### src/sv/scci_pkg.sv
package scci_pkg;

	localparam int MAX_ROWS     = 1024;
	localparam int MAX_NONZEROS = 65536;
	localparam int MAX_COLS     = 65536;

	localparam int ROW_W   = 11;
	localparam int COL_W   = 16;
	localparam int VAL_W   = 32;
	localparam int CNT_W   = 17;
	localparam int NCOL_W  = 17;
	localparam int POS_W   = 16;
	localparam int SLOT_W  = 26;
	localparam int PROD_W  = CNT_W + ROW_W;
	localparam int TBL_DEPTH = MAX_ROWS + 1;
	localparam int TBL_IDX_W = $clog2(TBL_DEPTH);
	localparam int CFG_W   = 17;

	localparam int IN_DATA_W  = 64;
	localparam int OUT_DATA_W = 128;

	typedef enum logic [1:0] {
		MODE_LOAD    = 2'd0,
		MODE_READ    = 2'd1,
		MODE_RESTART = 2'd2
	} mode_t;

	typedef enum logic [1:0] {
		ST_OK    = 2'd0,
		ST_ORDER = 2'd1,
		ST_RANGE = 2'd2,
		ST_FULL  = 2'd3
	} status_t;

	typedef enum logic [0:0] {
		REG_ROWS = 1'b0,
		REG_COLS = 1'b1
	} reg_idx_t;

	typedef enum logic [2:0] {
		S_IDLE,
		S_EVAL,
		S_FILL_HEAD,
		S_FINISH,
		S_FILL_TAIL,
		S_RESULT
	} state_t;

	typedef struct packed {
		logic capture;
		logic eval;
		logic fill_step;
		logic tail_start;
		logic load_out;
	} cmd_t;

	typedef struct packed {
		logic head_needed;
		logic tail_needed;
		logic tail_pending;
		logic fill_last;
		logic out_free;
	} sts_t;

endpackage

### src/sv/scci_ctrl.sv
module scci_ctrl
	import scci_pkg::*;
(
	input  logic clk,
	input  logic arst_n,
	input  logic in_valid,
	output logic in_ready,
	input  sts_t sts,
	output cmd_t cmd
);

	state_t state_q, state_d;

	always_ff @(posedge clk or negedge arst_n) begin
		if (!arst_n) begin
			state_q <= S_IDLE;
		end else begin
			state_q <= state_d;
		end
	end

	always_comb begin
		state_d = state_q;
		unique case (state_q)
			S_IDLE: begin
				if (in_valid) state_d = S_EVAL;
			end
			S_EVAL: begin
				priority if (sts.head_needed) state_d = S_FILL_HEAD;
				else if (sts.tail_needed) state_d = S_FINISH;
				else state_d = S_RESULT;
			end
			S_FILL_HEAD: begin
				if (sts.fill_last) state_d = sts.tail_pending ? S_FINISH : S_RESULT;
			end
			S_FINISH: begin
				state_d = S_FILL_TAIL;
			end
			S_FILL_TAIL: begin
				if (sts.fill_last) state_d = S_RESULT;
			end
			S_RESULT: begin
				if (sts.out_free) state_d = S_IDLE;
			end
			default: state_d = S_IDLE;
		endcase
	end

	always_comb begin
		cmd = '0;
		in_ready = 1'b0;
		unique case (state_q)
			S_IDLE: begin
				in_ready = 1'b1;
				cmd.capture = in_valid;
			end
			S_EVAL:      cmd.eval = 1'b1;
			S_FILL_HEAD: cmd.fill_step = 1'b1;
			S_FINISH:    cmd.tail_start = 1'b1;
			S_FILL_TAIL: cmd.fill_step = 1'b1;
			S_RESULT:    cmd.load_out = sts.out_free;
			default: begin
				cmd = '0;
			end
		endcase
	end

endmodule

### config.mk
export PLATFORM = sky130hd
export DESIGN_NAME = scci_ctrl
export DESIGN_NICKNAME = d
export VERILOG_FILES = /design/src/sv/scci_pkg.sv /design/src/sv/scci_ctrl.sv
export SDC_FILE = /design/constraint.sdc
export NUM_CORES = 1
export LEC_CHECK = 0
export ABC_AREA = 0
export BUFFER_PORTS_ARGS = -buffer_cell sky130_fd_sc_hd__clkbuf_2
export CAP_MARGIN = 0
export CORE_AREA = 2 2 39 41
export DETAILED_ROUTE_END_ITERATION = 12
export DIE_AREA = 0 0 41 43
export GPL_TIMING_DRIVEN = 0
export PLACE_DENSITY = 0.5
export SETUP_SLACK_MARGIN = 0.3
export SYNTH_ARGS = -nofsm -noshare
export SYNTH_HDL_FRONTEND = slang
export SYNTH_SLANG_ARGS = --single-unit
### constraint.sdc
create_clock -name clk -period 1.2 [get_ports clk]
set_input_delay 0.36 -clock clk [delete_from_list [all_inputs] [get_ports clk]]
set_output_delay 0.36 -clock clk [all_outputs]
set_load 0.05 [all_outputs]
==> run metrics, run 1 <==
Largest regs state_q: 3 flops; antenna diode count 0; Die Y 43 um; Max Clk Rate 619 MHz; reg-to-reg endpoint state_q[0]; number of enable flip-flop cells after synthesis 0; initial antenna violation count 0; Slew @ Worst Pin 0.272 ns; Final Non-Filler Cells 76; CP max stage delay 0.39 ns; Yosys top cell area share 28.0%; Clk network pwr share 9.0%; Total Wirelength 908 um; design area 639 sq um; Synth Instances 33; net load switching power 0.880 mW; hold endpoint state_q[1]; min setup slack post-route -0.415 ns; crit-path max FO 6; DRC viols 0; Worst Hold Launch sts[3]; CTS sink count 3; Yosys warning count 0; Port-buffer cells 13; vias in the first global route 348; library cells used by synthesis 21; CP Cell Sequence buf_6 > nor3_4 > and2_4 > clkbuf_16; worst slack, placed -0.345 ns; Min-Delay Path Depth 3; htree depth 1; Flop pwr share 9.6%; status complete, but fails checks; Area Overhead vs Synth 139%; Clock Path Buffers 2; layout cells sized above 1 68.3%; CP max-delay cell dfrtp_1; Overall Power 1.97 mW; overall routing resource usage 11.3%; TritonCTS clock tree built; Core Box Area 1380 sq um; 1st-pass router iterations 3; top cells by count, synth buf_2 (3), dfrtp_1 (3), nor2b_1 (3); DP Area 397 sq um; Synth area leader dfrtp_1; Crit Path Category reg -> out; WP buf/inv 2; vias post-DR 345; starting DRC count in detailed routing 3; synthesized cell area 268 sq um; Leak 0.283 nW; Clock Pin Slew Worst Setup and Hold Paths 0.04 ns; Worst Skew 0.0000759 ns; syn_area_per_cell 8.11 sq um; RSZ-0062 raised after global routing true; Net Sw Frac 44.7%; violated checks setup timing; top cells by area in the synthesized netlist dfrtp_1 (28%), nor2b_1 (7.0%), buf_2 (5.6%); Initial Utilization 19.3%; Yosys reg bits 3; post-synthesis sequential area ratio 28.0%; power per cell area 3080 nW/um^2; Hold Path Class in -> reg; Most flops, register state_q; hpwl dp 527 um; # IOs 14; fin. max-slew vios 0; startpoint types register; Routability Congestion 0.686; min Tclk post-route 1.61 ns; first-pass GRT wire length 1350 um; Final Hold Viols 0; cell-internal power 1.09 mW; CP Capture Type output pin; headroom to the max-slew limit 81.8%; Post-synth ARST share 100%; Placed Cells 62; Reg2Reg Depth 4; largest net degree at the start of global routing 8; nets@finish 69; Die X 41 um; CTS buffer count 3; worst skew pair latency 0.23 ns; global route overflow 0; CP arrival 1.25 ns; Tcrit/Tclk final 135%; max-cap viol count 0; max reg flops 3; Synthesized Nets 41; Via density 4.54; WL/cell 11.9 um; RR Startpoint state_q[0]; # rows 14; CP delay by family, top flip-flops; worst path required time 0.84 ns; peak supply drop 0.000837 V; die area 1760 sq um; Main synth FF type dfrtp_1; setup violators final 8; clk root buf clkbuf_4; post-route ant nets 0; R2R Setup Slk -0.17 ns; Comb pwr share 81.4%
## worst max path at each step
stage | from | endpoint | slack (ns) | depth (start not counted)
global route | state_q[0] | cmd[4] | -0.46 | 4
floorplan | state_q[0] | cmd[4] | -0.52 | 3
CTS | state_q[2] | cmd[4] | -0.44 | 4
finish | state_q[1] | cmd[4] | -0.41 | 4
global placement | state_q[1] | cmd[0] | -0.34 | 4
detailed placement | state_q[1] | cmd[0] | -0.34 | 4
## what timing repair did
item	in CTS	in global routing
pin swaps	5	5
gates cloned	0	0
buffers inserted	8	1
hold endpoints to repair	3	0
hold buffers	1	0
gates resized for setup	24	8
setup endpoints to repair	9	9
## kinds of logic (layout without fill, tap and decap cells)
group	count (synthesis)	count (layout)	synth area share [%]
AOI/OAI and AO/OA	10	10	25.2
xor gates and xnor gates	1	1	3.27
buffers and inverters	3	30	5.61
DFF	3	3	28.0
muxes	1	1	4.21
and+or+nand+nor	15	15	33.6
## metrics by stage
step,TNS [ns],hold slack [ns],util (%)
5_1_grt,-2.84,0.436,46.2
3_3_place_gp,-1.75,0.159,28.7
3_5_place_dp,-1.81,0.160,28.7
2_1_floorplan,-1.66,0.0644,-
6_report,-2.52,0.427,46.2
4_1_cts,-2.58,0.427,43.4
## cell type report
class | count | area (sq um)
Sequential cell | 3 | 75.1
Buffer | 3 | 33.8
Tap cell | 16 | 20.0
Multi-Input combinational cell | 27 | 254
Clock buffer | 4 | 26.3
Fill cell | 143 | 744
Timing Repair Buffer | 23 | 230
## placed cells by master, fill, tap and decap left out, drive strengths merged
cell type / synthesis / final
buf: 3 / 15
clkbuf: 0 / 14
dfrtp: 3 / 3
nor2b: 3 / 3
nand3b: 2 / 2
o31ai: 2 / 2
nand2: 2 / 2
nor2: 2 / 2
o21ai: 2 / 2
a21oi: 2 / 2
nor3: 1 / 1
and2: 1 / 1
and3: 1 / 1
xnor2: 1 / 1
nand2b: 1 / 1
or4b: 1 / 1
o41ai: 1 / 1
mux2: 1 / 1
nor3b: 1 / 1
o21a: 1 / 1
o22a: 1 / 1
o21bai: 1 / 1
dlygate4sd3: 0 / 1
## tightest hold or removal path, stage by stage
cell and delay, ns:
clkbuf_2 0.10, o21ai_2 0.06, a21oi_2 0.10
## routing by layer
layer  global-route usage, %  share of wire [%]  vias up
met5                       0                  0        -
li1                        -                  -      174
met3                    3.14                2.0        0
met1                    13.5                 44      166
met2                    18.4                 54        5
met4                    4.00                  0        0
## power by group through the flow
stage	registers, mW	logic (mW)	clock network, mW
after floorplan	0.185	0.821	0
final	0.189	1.60	0.178
after global placement	0.197	0.975	0
after global routing	0.191	1.69	0.198
after detailed placement	0.198	0.979	0
after CTS	0.184	1.45	0.187
Power figures use the tool's default switching activity.
==> inputs of run 2 (changes only) <==
--- a/config.mk
+++ b/config.mk
@@ -8,11 +8,13 @@
 export ABC_AREA = 0
 export BUFFER_PORTS_ARGS = -buffer_cell sky130_fd_sc_hd__clkbuf_2
 export CAP_MARGIN = 0
+export CELL_PAD_IN_SITES_DETAIL_PLACEMENT = 0
+export CELL_PAD_IN_SITES_GLOBAL_PLACEMENT = 1
 export CORE_AREA = 2 2 39 41
 export DETAILED_ROUTE_END_ITERATION = 12
 export DIE_AREA = 0 0 41 43
 export GPL_TIMING_DRIVEN = 0
-export PLACE_DENSITY = 0.5
+export PLACE_DENSITY = 0.64
 export SETUP_SLACK_MARGIN = 0.3
 export SYNTH_ARGS = -nofsm -noshare
 export SYNTH_HDL_FRONTEND = slang
==> run metrics, run 2 (synthesized netlist as in run 1, its figures left out) <==
Die Y 43 um (unchanged); Slew @ Worst Pin 0.304 ns (+0.0315 ns); first-pass GRT wire length 1460 um (+7.6%); Die X 41 um (unchanged); worst path required time 0.84 ns (about the same); die area 1760 sq um (unchanged); DRC viols 0 (unchanged); power per cell area 3090 nW/um^2 (+0.43%); peak supply drop 0.00102 V (+22%); vias in the first global route 353 (+1.4%); Final Hold Viols 0 (unchanged); Max Clk Rate 618 MHz (-0.21%); total negative slack -2.41 ns (+0.109 ns); CP Capture Type output pin; largest net degree at the start of global routing 7 (-1); Area Overhead vs Synth 134%; status complete, but fails checks; global route overflow 0 (unchanged); design area 627 sq um (-2.0%); CTS buffer count 3 (unchanged); max reg flops 3 (unchanged); post-route ant nets 0 (unchanged); RR Startpoint state_q[2]; fin. max-slew vios 0 (unchanged); Total Wirelength 906 um (-0.22%); setup violators final 8 (unchanged); 1st-pass router iterations 4 (+1); startpoint types register; Worst Skew 0.00101 ns (+0.000933 ns); min setup slack post-route -0.418 ns (-0.00335 ns); headroom to the max-slew limit 79.7% (-2.1 points); TritonCTS clock tree built; Port-buffer cells 13 (unchanged); vias post-DR 358 (+3.8%); worst skew pair latency 0.23 ns (about the same); RSZ-0062 raised after global routing true; CP Launch Point state_q[0]; # rows 14 (unchanged); Leak 0.280 nW (-0.98%); nets@finish 68 (-1.4%); Core Box Area 1380 sq um (unchanged); commonest non-fill, non-tap cells in the layout clkbuf_2 (7), buf_4 (7), buf_6 (4), clkbuf_4 (4); WL/cell 12.1 um (+1.1%); CP arrival 1.26 ns (about the same); clk root buf clkbuf_4; min Tclk post-route 1.62 ns (+0.00335 ns); hpwl dp 552 um (+4.8%); Largest regs state_q: 3 flops; crit-path max FO 5 (-1); violated checks setup timing; DP Area 397 sq um (unchanged); antenna diode count 0 (unchanged); Most flops, register state_q; Hold Path Class in -> async; layout cells sized above 1 67.8% (-0.54 points); CTS sink count 3 (unchanged); overall routing resource usage 12.7% (+1.3 points); Clock Pin Slew Worst Setup and Hold Paths 0.04 ns (about the same); Clock Path Buffers 2 (unchanged); Tcrit/Tclk final 135% (+0.28 points); fillers 141 (-1.4%); initial antenna violation count 0 (unchanged); Via density 4.77 (+5.2%); # IOs 14 (unchanged); Crit Path Category reg -> out; Routability Congestion 0.710 (+3.5%); starting DRC count in detailed routing 4 (+1); htree depth 1 (unchanged); Initial Utilization 19.3% (unchanged); max-cap viol count 0 (unchanged)
## run 2: cell count changes in the layout (fill, tap and decap cells not counted)
cell	change
buf_6	-3
buf_4	+2
nand2_1	+1
nand2_2	-1
o21ai_1	+1
o21ai_2	-1
o31ai_1	-1
o31ai_2	+1
xnor2_1	-1
xnor2_2	+1
## run 2: timing repair
item | in CTS | in global routing
endpoints found under the setup margin | 9 | 9
resized for setup | 18 | 11
gates cloned | 0 | 0
pin swaps | 3 | 3
hold buffers | 1 | 0
buffers inserted | 8 | 0
hold endpoints to repair | 3 | 0
## run 2: routing by layer
metal / up-vias / GRT usage, % / wire (um)
li1: 175 / - / -
met1: 176 / 14.5 / 377
met2: 7 / 17.8 / 502
met3: 0 / 3.14 / 26
met4: 0 / 12.0 / 0
met5: - / 0 / 0
## run 2: per-stage QoR
stage | std cells | hold slack, ns | util (%) | power [mW] | setup WS (ns)
6_report | 75 | 0.459 | 45.3 | 1.94 | -0.418
5_1_grt | 75 | 0.475 | 45.3 | 2.05 | -0.491
4_1_cts | 75 | 0.447 | 42.2 | 1.76 | -0.404
3_5_place_dp | 62 | 0.162 | 28.7 | 1.18 | -0.340
3_3_place_gp | 62 | 0.156 | 28.7 | 1.18 | -0.341
2_1_floorplan | 33 | 0.0644 | - | 1.01 | -0.515
## run 2: worst paths after layout
check / to / slack (ns) / cells past startpoint
worst min-delay path: state_q[1] / 0.46 / 2
worst max register to register: state_q[0] / -0.19 / 4
worst min register to register: state_q[1] / 0.75 / 3
max in group asynchronous: state_q[2] / 0.63 / 2
worst max-delay path: cmd[4] / -0.42 / 4
min in group clk: state_q[2] / 0.46 / 4
## run 2: final cells by class
class / count / area [sq um] / share of cell area, %
Clock buffer: 4 / 26.3 / 4.19
Tap cell: 16 / 20.0 / 3.19
Sequential cell: 3 / 75.1 / 12.0
Buffer: 3 / 33.8 / 5.39
Multi-Input combinational cell: 27 / 260 / 41.5
Timing Repair Buffer: 22 / 211 / 33.7
## run 2: critical path: stages, from the launching register on
cell and delay, ns:
dfrtp_1 0.38, buf_6 0.14, nor3_4 0.19, and2_4 0.17
clkbuf_16 0.15
## run 2: power breakdown
| group | leakage, nW | internal [mW] | total (mW) | switching [mW] |
|---|---|---|---|---|
| Sequential | 0.0371 | 0.150 | 0.183 | 0.0330 |
| Clock | 0.0150 | 0.125 | 0.178 | 0.0532 |
| Combinational | 0.228 | 0.781 | 1.58 | 0.795 |
| Total | 0.280 | 1.06 | 1.94 | 0.882 |
